**src/sv/ipqp_pkg.sv**
```systemverilog
// Types and constants of the dotted-quad parser.
// Used by the front end, the token queue, the back end and the top level.
package ipqp_pkg;

   // Character classes produced by the front end
   typedef enum logic [1:0] {
      TOK_NONE  = 2'd0,
      TOK_DIGIT = 2'd1,
      TOK_DOT   = 2'd2,
      TOK_OTHER = 2'd3
   } kind_type;

   // One classified character on its way to the back end
   typedef struct packed {
      kind_type   kind;
      logic [3:0] digit;
      logic       last;
   } token_type;

   // One result transaction
   typedef struct packed {
      logic        addr_valid;
      logic [31:0] address;
   } rsp_type;

   localparam logic [7:0]  CHAR_ZERO    = 8'h30;
   localparam logic [7:0]  CHAR_NINE    = 8'h39;
   localparam logic [7:0]  DOT_CHAR     = 8'h2E;
   localparam logic [11:0] OCTET_MAX    = 12'd255;
   localparam logic [11:0] DECIMAL_BASE = 12'd10;
   localparam logic [1:0]  MAX_DIGITS   = 2'd3;
   localparam logic [1:0]  LAST_OCTET   = 2'd3;

endpackage

```
**src/sv/ipqp_front.sv**
```systemverilog
// Front end of the dotted-quad parser: takes request transactions and
// classifies each character into a token. Depends on ipqp_pkg.
module ipqp_front (
   input  logic                 req_push,
   input  logic [7:0]           req_char_byte,
   input  logic                 req_char_present,
   input  logic                 req_last_char,
   input  logic                 queue_full,
   output logic                 req_full,
   output logic                 token_wr,
   output ipqp_pkg::token_type  token
);

   logic is_digit;
   logic [7:0] digit_off;

   // Back-pressure comes straight from the token queue
   assign req_full = queue_full;
   assign token_wr = req_push & ~queue_full;

   // Character classification
   assign digit_off = req_char_byte - ipqp_pkg::CHAR_ZERO;
   assign is_digit  = (req_char_byte >= ipqp_pkg::CHAR_ZERO) &&
                      (req_char_byte <= ipqp_pkg::CHAR_NINE);

   always_comb begin
      token.last  = req_last_char;
      token.digit = digit_off[3:0];
      priority if (!req_char_present) begin
         token.kind = ipqp_pkg::TOK_NONE;
      end else if (is_digit) begin
         token.kind = ipqp_pkg::TOK_DIGIT;
      end else if (req_char_byte == ipqp_pkg::DOT_CHAR) begin
         token.kind = ipqp_pkg::TOK_DOT;
      end else begin
         token.kind = ipqp_pkg::TOK_OTHER;
      end
   end

endmodule

```
**src/sv/ipqp_fifo.sv**
```systemverilog
// Short token queue between front and back end of the dotted-quad parser.
// Depends on ipqp_pkg for the token type.
module ipqp_fifo #(
   parameter int DEPTH = 4
) (
   input  logic                 clock,
   input  logic                 reset,
   input  logic                 wr_en,
   input  ipqp_pkg::token_type  wr_data,
   output logic                 full,
   input  logic                 rd_en,
   output ipqp_pkg::token_type  rd_data,
   output logic                 empty
);

   localparam int PTR_W = (DEPTH > 1) ? $clog2(DEPTH) : 1;
   localparam int CNT_W = $clog2(DEPTH + 1);

   ipqp_pkg::token_type slot_ff [DEPTH];
   logic [PTR_W-1:0] wptr_ff, wptr_in;
   logic [PTR_W-1:0] rptr_ff, rptr_in;
   logic [CNT_W-1:0] cnt_ff, cnt_in;

   assign full    = (cnt_ff == CNT_W'(DEPTH));
   assign empty   = (cnt_ff == '0);
   assign rd_data = slot_ff[rptr_ff];

   // Pointer wrap and occupancy
   always_comb begin
      wptr_in = wptr_ff;
      rptr_in = rptr_ff;
      if (wr_en) begin
         wptr_in = (wptr_ff == PTR_W'(DEPTH - 1)) ? '0 : wptr_ff + PTR_W'(1);
      end
      if (rd_en) begin
         rptr_in = (rptr_ff == PTR_W'(DEPTH - 1)) ? '0 : rptr_ff + PTR_W'(1);
      end
      cnt_in = cnt_ff + CNT_W'(wr_en) - CNT_W'(rd_en);
   end

   always_ff @(posedge clock) begin
      if (reset) begin
         wptr_ff <= '0;
         rptr_ff <= '0;
         cnt_ff  <= '0;
      end else begin
         wptr_ff <= wptr_in;
         rptr_ff <= rptr_in;
         cnt_ff  <= cnt_in;
      end
   end

   // Storage, no reset needed
   always_ff @(posedge clock) begin
      if (wr_en) begin
         slot_ff[wptr_ff] <= wr_data;
      end
   end

endmodule

```
**src/sv/ipqp_back.sv**
```systemverilog
// Back end of the dotted-quad parser: runs the octet state machine on each
// token and queues finished results. Depends on ipqp_pkg.
module ipqp_back (
   input  logic                 clock,
   input  logic                 reset,
   input  logic                 tok_empty,
   input  ipqp_pkg::token_type  tok,
   output logic                 tok_rd,
   output logic                 rsp_empty,
   input  logic                 rsp_pop,
   output ipqp_pkg::rsp_type    rsp
);

   // Parse state
   logic [1:0]  octet_index_ff,  octet_index_in;
   logic [7:0]  octet_value_ff,  octet_value_in;
   logic [1:0]  digit_count_ff,  digit_count_in;
   logic [23:0] upper_octets_ff, upper_octets_in;
   logic        parse_failed_ff, parse_failed_in;

   // Two-entry result queue
   logic [1:0]        out_cnt_ff, out_cnt_in;
   ipqp_pkg::rsp_type out_slot_ff [2];
   logic              pop_do, push_do, room;
   logic [1:0]        wpos;

   logic [11:0]       next_value;
   logic              ok;
   ipqp_pkg::rsp_type result;

   // Token taken unless it is last and the full result queue gets no pop
   assign pop_do  = rsp_pop & (out_cnt_ff != 2'd0);
   assign room    = (out_cnt_ff != 2'd2) | pop_do;
   assign tok_rd  = ~tok_empty & (~tok.last | room);
   assign push_do = tok_rd & tok.last;

   assign next_value = 12'(octet_value_ff) * ipqp_pkg::DECIMAL_BASE + 12'(tok.digit);

   // Per-character update
   always_comb begin
      octet_index_in  = octet_index_ff;
      octet_value_in  = octet_value_ff;
      digit_count_in  = digit_count_ff;
      upper_octets_in = upper_octets_ff;
      parse_failed_in = parse_failed_ff;
      if (!parse_failed_ff && !tok_empty) begin
         unique case (tok.kind)
            ipqp_pkg::TOK_NONE: begin
            end
            ipqp_pkg::TOK_DIGIT: begin
               if (digit_count_ff == ipqp_pkg::MAX_DIGITS ||
                   next_value > ipqp_pkg::OCTET_MAX) begin
                  parse_failed_in = 1'b1;
               end else begin
                  octet_value_in = next_value[7:0];
                  digit_count_in = digit_count_ff + 2'd1;
               end
            end
            ipqp_pkg::TOK_DOT: begin
               if (digit_count_ff == 2'd0 ||
                   octet_index_ff == ipqp_pkg::LAST_OCTET) begin
                  parse_failed_in = 1'b1;
               end else begin
                  upper_octets_in = {upper_octets_ff[15:0], octet_value_ff};
                  octet_index_in  = octet_index_ff + 2'd1;
                  octet_value_in  = 8'd0;
                  digit_count_in  = 2'd0;
               end
            end
            ipqp_pkg::TOK_OTHER: begin
               parse_failed_in = 1'b1;
            end
         endcase
      end
      ok = ~parse_failed_in && (octet_index_in == ipqp_pkg::LAST_OCTET) &&
           (digit_count_in != 2'd0);
      result.addr_valid = ok;
      result.address    = ok ? {upper_octets_in, octet_value_in} : 32'd0;
   end

   always_ff @(posedge clock) begin
      if (reset || push_do) begin
         octet_index_ff  <= 2'd0;
         octet_value_ff  <= 8'd0;
         digit_count_ff  <= 2'd0;
         upper_octets_ff <= 24'd0;
         parse_failed_ff <= 1'b0;
      end else if (tok_rd) begin
         octet_index_ff  <= octet_index_in;
         octet_value_ff  <= octet_value_in;
         digit_count_ff  <= digit_count_in;
         upper_octets_ff <= upper_octets_in;
         parse_failed_ff <= parse_failed_in;
      end
   end

   // Result queue occupancy
   assign wpos       = out_cnt_ff - 2'(pop_do);
   assign out_cnt_in = wpos + 2'(push_do);

   always_ff @(posedge clock) begin
      if (reset) begin
         out_cnt_ff <= 2'd0;
      end else begin
         out_cnt_ff <= out_cnt_in;
      end
   end

   // Result queue storage: shift on pop, write behind the last entry
   always_ff @(posedge clock) begin
      if (push_do && wpos == 2'd0) begin
         out_slot_ff[0] <= result;
      end else if (pop_do) begin
         out_slot_ff[0] <= out_slot_ff[1];
      end
      if (push_do && wpos == 2'd1) begin
         out_slot_ff[1] <= result;
      end
   end

   assign rsp_empty = (out_cnt_ff == 2'd0);
   assign rsp       = out_slot_ff[0];

endmodule

```
**src/sv/ipv4_dotted_quad_parser.sv**
```systemverilog
// Strict dotted-quad IPv4 address parser, top level.
// Channels: request side (req_push/req_full) takes one character transaction
// a cycle unless req_full: req_char_byte, req_char_present, req_last_char.
// Response queue side (rsp_empty / rsp_pop) gives one transaction per string:
// rsp_addr_valid and rsp_address, first octet in bits 31 to 24, zero when
// the string was not a well-formed dotted quad.
// An item with req_char_present low carries no character; marked last, it
// ends the string (an empty string reports invalid).
// Path: a last character is registered in the token queue, and its result in
// the result queue once the back end takes it.
// Throughput: one character per cycle unless stalled, set by the octet update
// in the back end; the front end classifies into a FIFO_DEPTH token queue.
// Stall: results wait in a two-entry queue; when it fills, the back end holds
// the next last token, the token queue fills and req_full rises.
// Reset (synchronous, active high) empties both queues and clears the parse
// state; req_full is low and rsp_empty high after it.
// Depends on ipqp_pkg, ipqp_front, ipqp_fifo and ipqp_back.
module ipv4_dotted_quad_parser #(
   parameter int FIFO_DEPTH = 4
) (
   input  logic        clock,
   input  logic        reset,
   input  logic        req_push,
   output logic        req_full,
   input  logic [7:0]  req_char_byte,
   input  logic        req_char_present,
   input  logic        req_last_char,
   output logic        rsp_empty,
   input  logic        rsp_pop,
   output logic        rsp_addr_valid,
   output logic [31:0] rsp_address
);

   ipqp_pkg::token_type wr_token, rd_token;
   ipqp_pkg::rsp_type   rsp;
   logic                token_wr, token_rd, queue_full, queue_empty;

   // Classification
   ipqp_front u_front (
      .req_push         (req_push),
      .req_char_byte    (req_char_byte),
      .req_char_present (req_char_present),
      .req_last_char    (req_last_char),
      .queue_full       (queue_full),
      .req_full         (req_full),
      .token_wr         (token_wr),
      .token            (wr_token)
   );

   // Decoupling queue
   ipqp_fifo #(
      .DEPTH (FIFO_DEPTH)
   ) u_fifo (
      .clock   (clock),
      .reset   (reset),
      .wr_en   (token_wr),
      .wr_data (wr_token),
      .full    (queue_full),
      .rd_en   (token_rd),
      .rd_data (rd_token),
      .empty   (queue_empty)
   );

   // Octet state machine and result queue
   ipqp_back u_back (
      .clock     (clock),
      .reset     (reset),
      .tok_empty (queue_empty),
      .tok       (rd_token),
      .tok_rd    (token_rd),
      .rsp_empty (rsp_empty),
      .rsp_pop   (rsp_pop),
      .rsp       (rsp)
   );

   assign rsp_addr_valid = rsp.addr_valid;
   assign rsp_address    = rsp.address;

endmodule

```
**config.mk**
```make
export PLATFORM = sky130hd
export DESIGN_NAME = ipv4_dotted_quad_parser
export DESIGN_NICKNAME = d
export VERILOG_FILES = /design/src/sv/ipqp_pkg.sv /design/src/sv/ipqp_front.sv /design/src/sv/ipqp_fifo.sv /design/src/sv/ipqp_back.sv /design/src/sv/ipv4_dotted_quad_parser.sv
export SDC_FILE = /design/constraint.sdc
export NUM_CORES = 1
export LEC_CHECK = 0
export BUFFER_PORTS_ARGS = -buffer_cell sky130_fd_sc_hd__buf_2
export CAP_MARGIN = 20
export CORE_ASPECT_RATIO = 0.75
export CORE_MARGIN = 8
export CORE_UTILIZATION = 55
export CTS_BUF_LIST = sky130_fd_sc_hd__clkbuf_8
export DETAILED_ROUTE_END_ITERATION = 7
export PLACE_DENSITY = 0.84
export SETUP_SLACK_MARGIN = 0.4
export SYNTH_ARGS = -nofsm -noshare
export SYNTH_HDL_FRONTEND = slang
export SYNTH_SLANG_ARGS = --single-unit
```
**constraint.sdc**
```tcl
create_clock -name clock -period 3.58 [get_ports clock]
set_clock_uncertainty 0.2 [all_clocks]
set_input_delay 0.179 -clock clock [delete_from_list [all_inputs] [get_ports clock]]
set_output_delay 0.179 -clock clock [all_outputs]
set_load 0.005 [all_outputs]
```
==> impl_metrics.ini, run 1 <==
[outcome]
status = finished, violations left
violations = setup timing

[clocking]
cts_tree = done
clkLatencyLatePin_ps = 450
numClockSinks = 142
cts_buffers = 17
clockBufferDepth = 2
htree_levels = 4
clockRootBuffer = clkbuf_8
clk_pin_slew_worst_paths_ps = 80

[critical_path]
cp_max_fo = 7
crit_type = register to register
critPathLaunchType = register
worstPathArrival_ps = 3670
end_kind = register
required_ps = 3630

[route]
wirelength_mm = 19.22
viasPerCell = 6.188
drt_iter0_drc = 603
drtAntennaViolNets = 0
wire_per_inst_um = 22.14
dr_total_vias = 5371
drc = 0
dr.pass1.iters = 7

[worst_hold_path]
worst_hold_path_type = input port to register

[global_routing]
grt_overflow = 0
grt_use_total_pct = 18.57
grt_pass1_wl_mm = 24.66
grt_pass1_vias = 4990
grt_max_degree = 67
antenna_found_initial = 0

[synthesis]
synth_seq_cells = 142
ys_top_cells_by_count = nand2_1, edfxtp_1, nor2_1
ys_warn_count = 0
netlist_instances = 616
synth.area.top_cells = edfxtp_1, dfxtp_1, ha_1
netlist_area_sq_um = 6923
postSynthAreaPerCell_sq_um = 11.24
synth_top_area_share_pct = 40.77
synth_edf_count = 94
synth_area_leader_cell = edfxtp_1
synth_most_common_cell = nand2_1
ys_types = 53
seq_area_frac_synth_pct = 54.65
syn_nets = 664
synthFlopType = edfxtp_1
async_flop_share_pct = 0

[timing]
setup_violations = 16
fin_crit_sh_pct = 101.0
rsz0062_at_grt = yes
min_period_ps = 3617
worst_slack_ps = -37.34
max_freq_ghz = 0.2764
fin_hold_ws_ps = 98.73
hold_viol = 0
timing.slew.headroom_pct = 32.41
slew_viol_final = 0
worst_pin_slew_ps = 1010

[layout]
drive_gt1_share_pct = 38.60
final_cells = 868
diodes = 0
synthToLayoutAreaGrowth_pct = 31.29
post-route-cell-area_sq_um = 9089
final_core_util_pct = 73.86
seqCellArea_sq_um = 3799
nets = 737
nFillCells = 689
multi_input_area_sq_um = 3626

[power]
p_leak_nw = 3.090
irDropWorstVdd_v = 0.0005584
power_mw = 7.232
p_per_area_nw_per_um2 = 795.7

[floorplanning]
initial_core_util_pct = 56.26
die_w_um = 145.6
ios = 49
coreArea_sq_um = 12310
row_count = 35
die_y_um = 113.2
die_area_sq_um = 16470

[placement]
dp_hpwl_mm = 9.424
place_inst = 796
dpl_cell_area_sq_um = 7332
gp_congestion = 0.8907
io_buffers = 48

[job]
max-cap-violations = 0
==> cells in the final DEF, fill, tap and decap left out, types with 6 or more instances in the layout <==
cell / instances
a21oi_1: 32
a21oi_2: 6
and2_1: 7
buf_2: 48
buf_4: 39
buf_6: 8
clkbuf_8: 17
dfxtp_1: 44
dlygate4sd3_1: 10
edfxtp_1: 94
ha_1: 22
ha_4: 7
inv_1: 17
mux2i_1: 27
mux4_2: 7
nand2_1: 99
nor2_1: 26
nor2_4: 25
o21ai_0: 12
o31ai_2: 10
o31ai_4: 21
xor2_1: 6
==> power by group <==
group	switching (mW)	leakage [nW]	internal, mW
registers	0.211	1.28	2.25
clock network	0.665	0.186	0.557
logic	2.09	1.62	1.47
==> critical path, stage by stage (launching register included) <==
cell	delay, ps
dfxtp_4	380
mux4_2	530
inv_2	100
ha_4	140
or3b_4	410
nor3_4	250
and3b_2	240
o21ai_4	90
nor4b_4	350
mux2i_4	120
buf_12	170
buf_4	150
o31ai_1	300
==> per-layer routing <==
| metal | vias to the layer above | part of all wire [%] | global-route usage (%) |
|---|---|---|---|
| met5 | - | 0 | 0 |
| met4 | 0 | 4.7 | 8.437 |
| met3 | 93 | 7.4 | 5.104 |
| met2 | 296 | 50 | 31.02 |
| met1 | 2653 | 38 | 22.18 |
| li1 | 2329 | - | - |
==> stage by stage <==
| stage | TNS [ps] | setup slack (ps) |
|---|---|---|
| 3_5_place_dp | -2948 | -96.06 |
| 4_1_cts | 0 | 132.4 |
| 3_3_place_gp | 0 | 27.33 |
| 6_report | -216.2 | -37.34 |
| 5_1_grt | -4555 | -132.9 |
| 2_1_floorplan | 0 | 200.4 |
==> state kept, by name, indices dropped and copies added (netlist names), named ones only <==
register                cells
u_back.out_cnt_ff           2
u_back.octet_index_ff       2
u_fifo.slot_ff             28
u_back.out_slot_ff         66
u_back.digit_count_ff       2
u_fifo.rptr_ff              2
u_back.octet_value_ff       8
u_back.parse_failed_ff      1
u_fifo.wptr_ff              2
u_fifo.cnt_ff               3
u_back.upper_octets_ff     24
==> timing repair <==
item,4_1_cts,5_1_grt
endpoints found under the hold margin,39,0
hold buffers,10,0
gates cloned,2,5
pin swaps,16,52
gates resized for setup,39,146
endpoints found under the setup margin,78,97
buffers inserted,10,13
==> cell families after synthesis <==
family | Yosys count | share of synthesized area [%]
buf+inv | 81 | 6.506
xor+xnor | 11 | 1.392
flops | 142 | 54.65
compound gates | 111 | 11.40
mux | 36 | 6.470
simple gates | 201 | 13.10
fa+ha+maj | 34 | 6.470
==> path summary, 6_finish.rpt <==
| path | start | slack [ps] | cells past startpoint | endpoint |
|---|---|---|---|---|
| worst min register to register | u_back.upper_octets_ff[21]$_SDFFE_PP0P_ | 270 | 2 | u_back.upper_octets_ff[21]$_SDFFE_PP0P_ |
| worst max register to register | register | -40 | 12 | u_back.out_slot_ff[0][0]$_DFFE_PP_ |
| worst max-delay path | register | -40 | 12 | u_back.out_slot_ff[0][0]$_DFFE_PP_ |
| worst min-delay path | req_char_byte[5] | 100 | 3 | u_fifo.slot_ff[0][5]$_DFFE_PP_ |
==> cell type report <==
| class | count | share of cell area (%) |
|---|---|---|
| Clock inverter | 15 | 1.501 |
| Clock buffer | 17 | 2.574 |
| Sequential cell | 142 | 41.80 |
| Tap cell | 166 | 2.285 |
| Multi-Input combinational cell | 393 | 39.90 |
| Inverter | 16 | 0.6608 |
| Timing Repair Buffer | 119 | 11.29 |
No activity file was read; power rests on OpenSTA's default activity.
==> run 2: changes to the inputs <==
--- a/config.mk
+++ b/config.mk
@@ -7,12 +7,14 @@
 export LEC_CHECK = 0
 export BUFFER_PORTS_ARGS = -buffer_cell sky130_fd_sc_hd__buf_2
 export CAP_MARGIN = 20
+export CELL_PAD_IN_SITES_DETAIL_PLACEMENT = 1
+export CELL_PAD_IN_SITES_GLOBAL_PLACEMENT = 1
 export CORE_ASPECT_RATIO = 0.75
 export CORE_MARGIN = 8
-export CORE_UTILIZATION = 55
+export CORE_UTILIZATION = 45
 export CTS_BUF_LIST = sky130_fd_sc_hd__clkbuf_8
 export DETAILED_ROUTE_END_ITERATION = 7
-export PLACE_DENSITY = 0.84
+export PLACE_DENSITY = 0.85
 export SETUP_SLACK_MARGIN = 0.4
 export SYNTH_ARGS = -nofsm -noshare
 export SYNTH_HDL_FRONTEND = slang
==> run 2 against run 1 <==
The flow still finishes with violations (setup timing); combinational power rose by 9.3%; sequential power about the same; routed wire length up 13%; clock-buffer cell count stayed put; setup slack worse by 120 ps; non-clock buffer count is 6 higher; global-route usage increased by 1.3 points; cell area grew 0.81%; fmax is 3.2% lower; core utilization decreased by 13 points; worst hold slack got worse by 10 ps; critical endpoint is now u_back.out_slot_ff[0][23]$_DFFE_PP_; highest routed layer unchanged.
==> impl_metrics.ini, run 2 (synthesis results as in run 1) <==
[outcome]
status = finished, violations left
violations = setup timing

[timing]
hold_viol = 0
rsz0062_at_grt = yes
worst_pin_slew_ps = 989.5
timing.slew.headroom_pct = 33.79
worst_slack_ps = -156.3
slew_viol_final = 0
min_period_ps = 3736
tns_ps = -4071
setup_violations = 66
fin_crit_sh_pct = 104.4
max_freq_ghz = 0.2676

[layout]
nFillCells = 1500
final_cells = 913
synthToLayoutAreaGrowth_pct = 32.35
seqCellArea_sq_um = 3795
mostFrequentLayoutCells = nand2_1, edfxtp_1, buf_2
reg.largest.list = u_back.out_slot_ff (66), u_fifo.slot_ff (28), u_back.upper_octets_ff (24)
diodes = 0
nets = 743
largest_register = u_back.out_slot_ff
layout_commonest_cell = nand2_1
multi_input_area_sq_um = 3488
largest_reg_flops = 66
drive_gt1_share_pct = 38.28

[worst_hold_path]
worst_hold_path_type = input port to register
hold_path_end = u_fifo.slot_ff[0][5]$_DFFE_PP_
hold_depth = 3
worstHoldStart = req_char_byte[5]

[floorplanning]
initial_core_util_pct = 45.77
die_w_um = 159.2
row_count = 39
die_area_sq_um = 19650
coreArea_sq_um = 15130
ios = 49
die_y_um = 123.4

[clocking]
clk_pin_slew_worst_paths_ps = 100
clockBufferDepth = 2
numClockSinks = 142
cts_buffers = 17
clockRootBuffer = clkbuf_8
clkLatencyLatePin_ps = 470
cts_tree = done
htree_levels = 4

[global_routing]
grt_pass1_wl_mm = 30.43
grt_pass1_vias = 5418
antenna_found_initial = 0
grt_use_total_pct = 19.84
grt_overflow = 0
grt_max_degree = 67

[power]
swShare_pct = 42.34
p_per_area_nw_per_um2 = 843.0
p_leak_nw = 3.168
power_frac_comb_pct = 50.3
p_switching_mw = 3.270
p_int_mw = 4.454
clkPwrFrac_pct = 18.0
irDropWorstVdd_v = 0.0004175
seqPwrFrac_pct = 31.7

[route]
dr_total_vias = 5229
drtAntennaViolNets = 0
drc = 0
wire_per_inst_um = 23.87
dr.pass1.iters = 6
drt_iter0_drc = 373
wirelength_mm = 21.79
viasPerCell = 5.727

[placement]
gp_congestion = 0.7889
place_inst = 833
dp_slack_ps = -143.5
io_buffers = 48
dp_hpwl_mm = 11.69

[critical_path]
crit_type = register to register
required_ps = 3660
end_kind = register
critPathLaunchType = register
worstPathArrival_ps = 3820
rrSetupSlack_ps = -160
worst_r2r_path_depth = 13
cp_max_fo = 9
worst_r2r_endpoint = u_back.out_slot_ff[0][23]$_DFFE_PP_

[job]
max-cap-violations = 0
## run 2: repair_timing
item                       CTS  global route
buffers inserted            14            16
pin swaps                   24            23
hold endpoints to repair    39             0
hold buffers                10             0
gates resized for setup     75            83
gates cloned                 3             5
setup endpoints to repair  103           103
## run 2: worst max path at each step
stage	startpoint	endpoint	slack, ps	cells past startpoint
finish	register	u_back.out_slot_ff[0][23]$_DFFE_PP_	-160	13
global route	register	u_back.out_slot_ff[0][23]$_DFFE_PP_	-240	13
CTS	register	u_back.out_slot_ff[0][3]$_DFFE_PP_	60	11
detailed placement	register	u_back.out_slot_ff[0][11]$_DFFE_PP_	-140	12
global placement	register	u_back.out_slot_ff[0][12]$_DFFE_PP_	60	12
floorplan	register	u_back.out_slot_ff[0][32]$_DFFE_PP_	200	13
## run 2: metrics by stage
step / cell area [sq um] / total power [mW] / hold WS (ps) / utilization, %
2_1_floorplan: 7000 / 4.277 / 77.87 / -
3_3_place_gp: 7391 / 4.809 / 192.1 / 48.86
3_5_place_dp: 7391 / 5.023 / 205.9 / 48.86
4_1_cts: 8527 / 6.975 / 28.93 / 56.37
5_1_grt: 9163 / 8.058 / 81.62 / 60.57
6_report: 9163 / 7.724 / 88.35 / 60.57
## run 2: power groups by stage
| stage | Combinational, mW | Clock [mW] | Sequential (mW) |
|---|---|---|---|
| 5_1_grt | 4.11 | 1.46 | 2.49 |
| 6_report | 3.88 | 1.39 | 2.45 |
| 4_1_cts | 3.15 | 1.40 | 2.43 |
| 3_3_place_gp | 2.39 | 0 | 2.42 |
| 3_5_place_dp | 2.57 | 0 | 2.45 |
| 2_1_floorplan | 1.85 | 0 | 2.42 |
## run 2: per-layer routing
metal	global-route usage [%]	part of all wire [%]	up-vias	wire length, um
li1	-	-	2351	-
met5	0	0	-	0
met3	4.558	4.9	60	1068
met4	7.051	2.7	0	596
met2	36.74	52	179	11310
met1	22.45	40	2639	8818
## run 2: layout make-up
cell class / count / area share [%]
multi-input cells: 393 / 38.07
repair buffers: 125 / 12.37
clock inverters: 15 / 2.130
flip-flops and latches: 142 / 41.42
well taps: 205 / 2.799
inverters: 16 / 0.6555
clock buffers: 17 / 2.554
## run 2: critical path: stages, from the launching register on
cell and delay [ps]:
dfxtp_4 380, buf_6 120, mux4_2 530, inv_2 110
ha_4 140, or3b_4 410, a21oi_2 180, nor4_1 110
o21a_1 180, a2111oi_4 390, mux2i_4 130, buf_12 190
clkbuf_16 170, o31ai_2 300
==> run 3: changes to the inputs <==
--- a/config.mk
+++ b/config.mk
@@ -5,12 +5,11 @@
 export SDC_FILE = /design/constraint.sdc
 export NUM_CORES = 1
 export LEC_CHECK = 0
-export BUFFER_PORTS_ARGS = -buffer_cell sky130_fd_sc_hd__buf_2
+export BUFFER_PORTS_ARGS = -buffer_cell sky130_fd_sc_hd__buf_4
 export CAP_MARGIN = 20
 export CELL_PAD_IN_SITES_DETAIL_PLACEMENT = 1
 export CELL_PAD_IN_SITES_GLOBAL_PLACEMENT = 1
 export CORE_ASPECT_RATIO = 0.75
-export CORE_MARGIN = 8
 export CORE_UTILIZATION = 45
 export CTS_BUF_LIST = sky130_fd_sc_hd__clkbuf_8
 export DETAILED_ROUTE_END_ITERATION = 7
==> run 3 against run 2 <==
The flow still finishes with violations (setup timing); clock-buffer cell count unchanged; cell area shrank 4.6%; global-route usage is 5.2 points higher; sequential power about the same; die area shrank 19%; power down 4.9%; fmax grew 4.2%; worst hold slack worse by 27 ps; setup slack better by 150 ps; non-clock buffer count is 7 lower; critical endpoint is now u_back.out_slot_ff[0][29]$_DFFE_PP_; largest cell class unchanged; largest power group unchanged.
==> impl_metrics.ini, run 3 (synthesis results as in run 1) <==
[timing]
max_freq_ghz = 0.2788
setup_violations = 3
timing.slew.headroom_pct = 35.94
worst_slack_ps = -7.290
fin_crit_sh_pct = 100.2
rsz0062_at_grt = yes
min_period_ps = 3587
worst_pin_slew_ps = 957.3
slew_viol_final = 0
hold_viol = 0

[floorplanning]
die_w_um = 145.2
ios = 49
die_y_um = 109.4
initial_core_util_pct = 46.97
coreArea_sq_um = 14740
row_count = 38
die_area_sq_um = 15890

[layout]
layout_commonest_cell = nand2_1
largest_register = u_back.out_slot_ff
nets = 736
largest_reg_flops = 66
mostFrequentLayoutCells = nand2_1, edfxtp_1, buf_4
synthToLayoutAreaGrowth_pct = 26.26
diodes = 0
drive_gt1_share_pct = 32.24
reg.largest.list = u_back.out_slot_ff (66), u_fifo.slot_ff (28), u_back.upper_octets_ff (24)

[global_routing]
grt_use_total_pct = 25.05
grt_pass1_vias = 5543
grt_max_degree = 67
grt_pass1_wl_mm = 29.55
antenna_found_initial = 0
grt_overflow = 0

[job]
max-cap-violations = 0

[critical_path]
end_kind = register
crit_type = register to register
worstPathArrival_ps = 3580
cp_max_fo = 6
cp_common_cell = buf_6
worst_r2r_endpoint = u_back.out_slot_ff[0][29]$_DFFE_PP_
crit_chain = buf_6, buf_6, mux4_2, ha_4, buf_4, o21ai_0, nand3_1, or2_2, nor4b_4, mux2i_4, buf_6, clkbuf_16, o31ai_2
cpPeakStageDelay_ps = 570
critPathLaunchType = register
worst_r2r_path_depth = 13
cp_slowest_cell = mux4_2
required_ps = 3570
rrSetupSlack_ps = -7

[worst_hold_path]
worst_hold_path_type = input port to register
worstHoldStart = req_char_byte[5]
hold_path_end = u_fifo.slot_ff[3][5]$_DFFE_PP_
hold_depth = 3

[route]
dr_total_vias = 5044
dr.pass1.iters = 4
drc = 0
viasPerCell = 5.598
wirelength_mm = 19.60
drtAntennaViolNets = 0
wire_per_inst_um = 21.75
drt_iter0_drc = 276

[outcome]
violations = setup timing
status = finished, violations left

[power]
power_mw = 7.348
power_frac_comb_pct = 49.9
clkPwrFrac_pct = 16.8
irDropWorstVdd_v = 0.0004874
p_leak_nw = 3.064
p_switching_mw = 2.992
p_int_mw = 4.356
p_per_area_nw_per_um2 = 840.6
swShare_pct = 40.72
seqPwrFrac_pct = 33.3

[placement]
dp_slack_ps = -115.8
dp_hpwl_mm = 11.69
gp_congestion = 0.8476
io_buffers = 48

[clocking]
clkLatencyLatePin_ps = 470
clk_pin_slew_worst_paths_ps = 80
clockBufferDepth = 2
numClockSinks = 142
cts_buffers = 17
cts_tree = done
htree_levels = 4
clockRootBuffer = clkbuf_8
[run 3: changes by cell type in the layout (fill, tap and decap cells not counted), sizes merged]
cell,delta
buf,-4
clkbuf,-3
clkinv,+1
inv,-1
[run 3: timing repair]
item                                   CTS  global route
pin swaps                               14             3
gates resized for setup                 61            28
buffers inserted                        18             2
hold buffers                            10             0
cloned                                   4             1
endpoints found under the hold margin   39             0
setup endpoints to repair               78           104
[run 3: layout make-up]
cell class / instances / area [sq um]
inverter: 16 / 62.56
clock buffer: 17 / 234.0
timing repair buffer: 118 / 1080
fill: 1506 / 5998
tap: 200 / 250.2
sequential: 142 / 3789
clock inverter: 15 / 137.6
multi-input combinational: 393 / 3188
[run 3: metrics by stage]
| step | setup TNS [ps] | cell area, sq um | instances | hold slack (ps) | utilization [%] |
|---|---|---|---|---|---|
| finish | -19.84 | 8741 | 901 | 61.60 | 59.30 |
| floorplan | 0 | 7000 | 616 | 77.87 | - |
| global placement | 0 | 7525 | 834 | 179.1 | 51.05 |
| global route | -5641 | 8741 | 901 | 67.16 | 59.30 |
| detailed placement | -959.1 | 7525 | 834 | 186.9 | 51.05 |
| CTS | 0 | 8549 | 898 | 15.30 | 58.01 |
[run 3: worst max-delay path, delay by kind of cell, from the launching register on]
kind | cells | cell delay (ps)
flip-flops | 1 | 380
adder cells (fa/ha/maj) | 1 | 190
buffers and inverters | 5 | 720
AO/OA/AOI/OAI | 2 | 180
AND/OR/NAND/NOR | 3 | 790
multiplexers | 2 | 850
[run 3: metal layers]
| metal | up-vias | GRT usage (%) | wire, um |
|---|---|---|---|
| li1 | 2321 | - | - |
| met1 | 2557 | 27.28 | 7977 |
| met2 | 133 | 47.22 | 10370 |
| met3 | 33 | 5.394 | 751 |
| met4 | 0 | 11.88 | 497 |
| met5 | - | 0 | 0 |
[run 3: power by group through the flow]
stage          Combinational (mW)  Clock, mW  Sequential (mW)
5_1_grt                      3.90       1.32             2.48
6_report                     3.67       1.24             2.44
3_3_place_gp                 2.55          0             2.43
2_1_floorplan                1.85          0             2.42
3_5_place_dp                 2.71          0             2.47
4_1_cts                      3.24       1.25             2.44
[run 3: how the worst max path moves through the flow]
| stage | startpoint | to | slack (ps) | depth (start not counted) |
|---|---|---|---|---|
| floorplan | register | u_back.out_slot_ff[0][32]$_DFFE_PP_ | 200 | 13 |
| global placement | register | u_back.out_slot_ff[0][21]$_DFFE_PP_ | 70 | 11 |
| detailed placement | register | u_back.out_slot_ff[0][16]$_DFFE_PP_ | -120 | 12 |
| CTS | register | u_back.out_slot_ff[0][32]$_DFFE_PP_ | 110 | 12 |
| global route | register | u_back.out_slot_ff[0][14]$_DFFE_PP_ | -130 | 12 |
| finish | register | u_back.out_slot_ff[0][29]$_DFFE_PP_ | -7 | 13 |
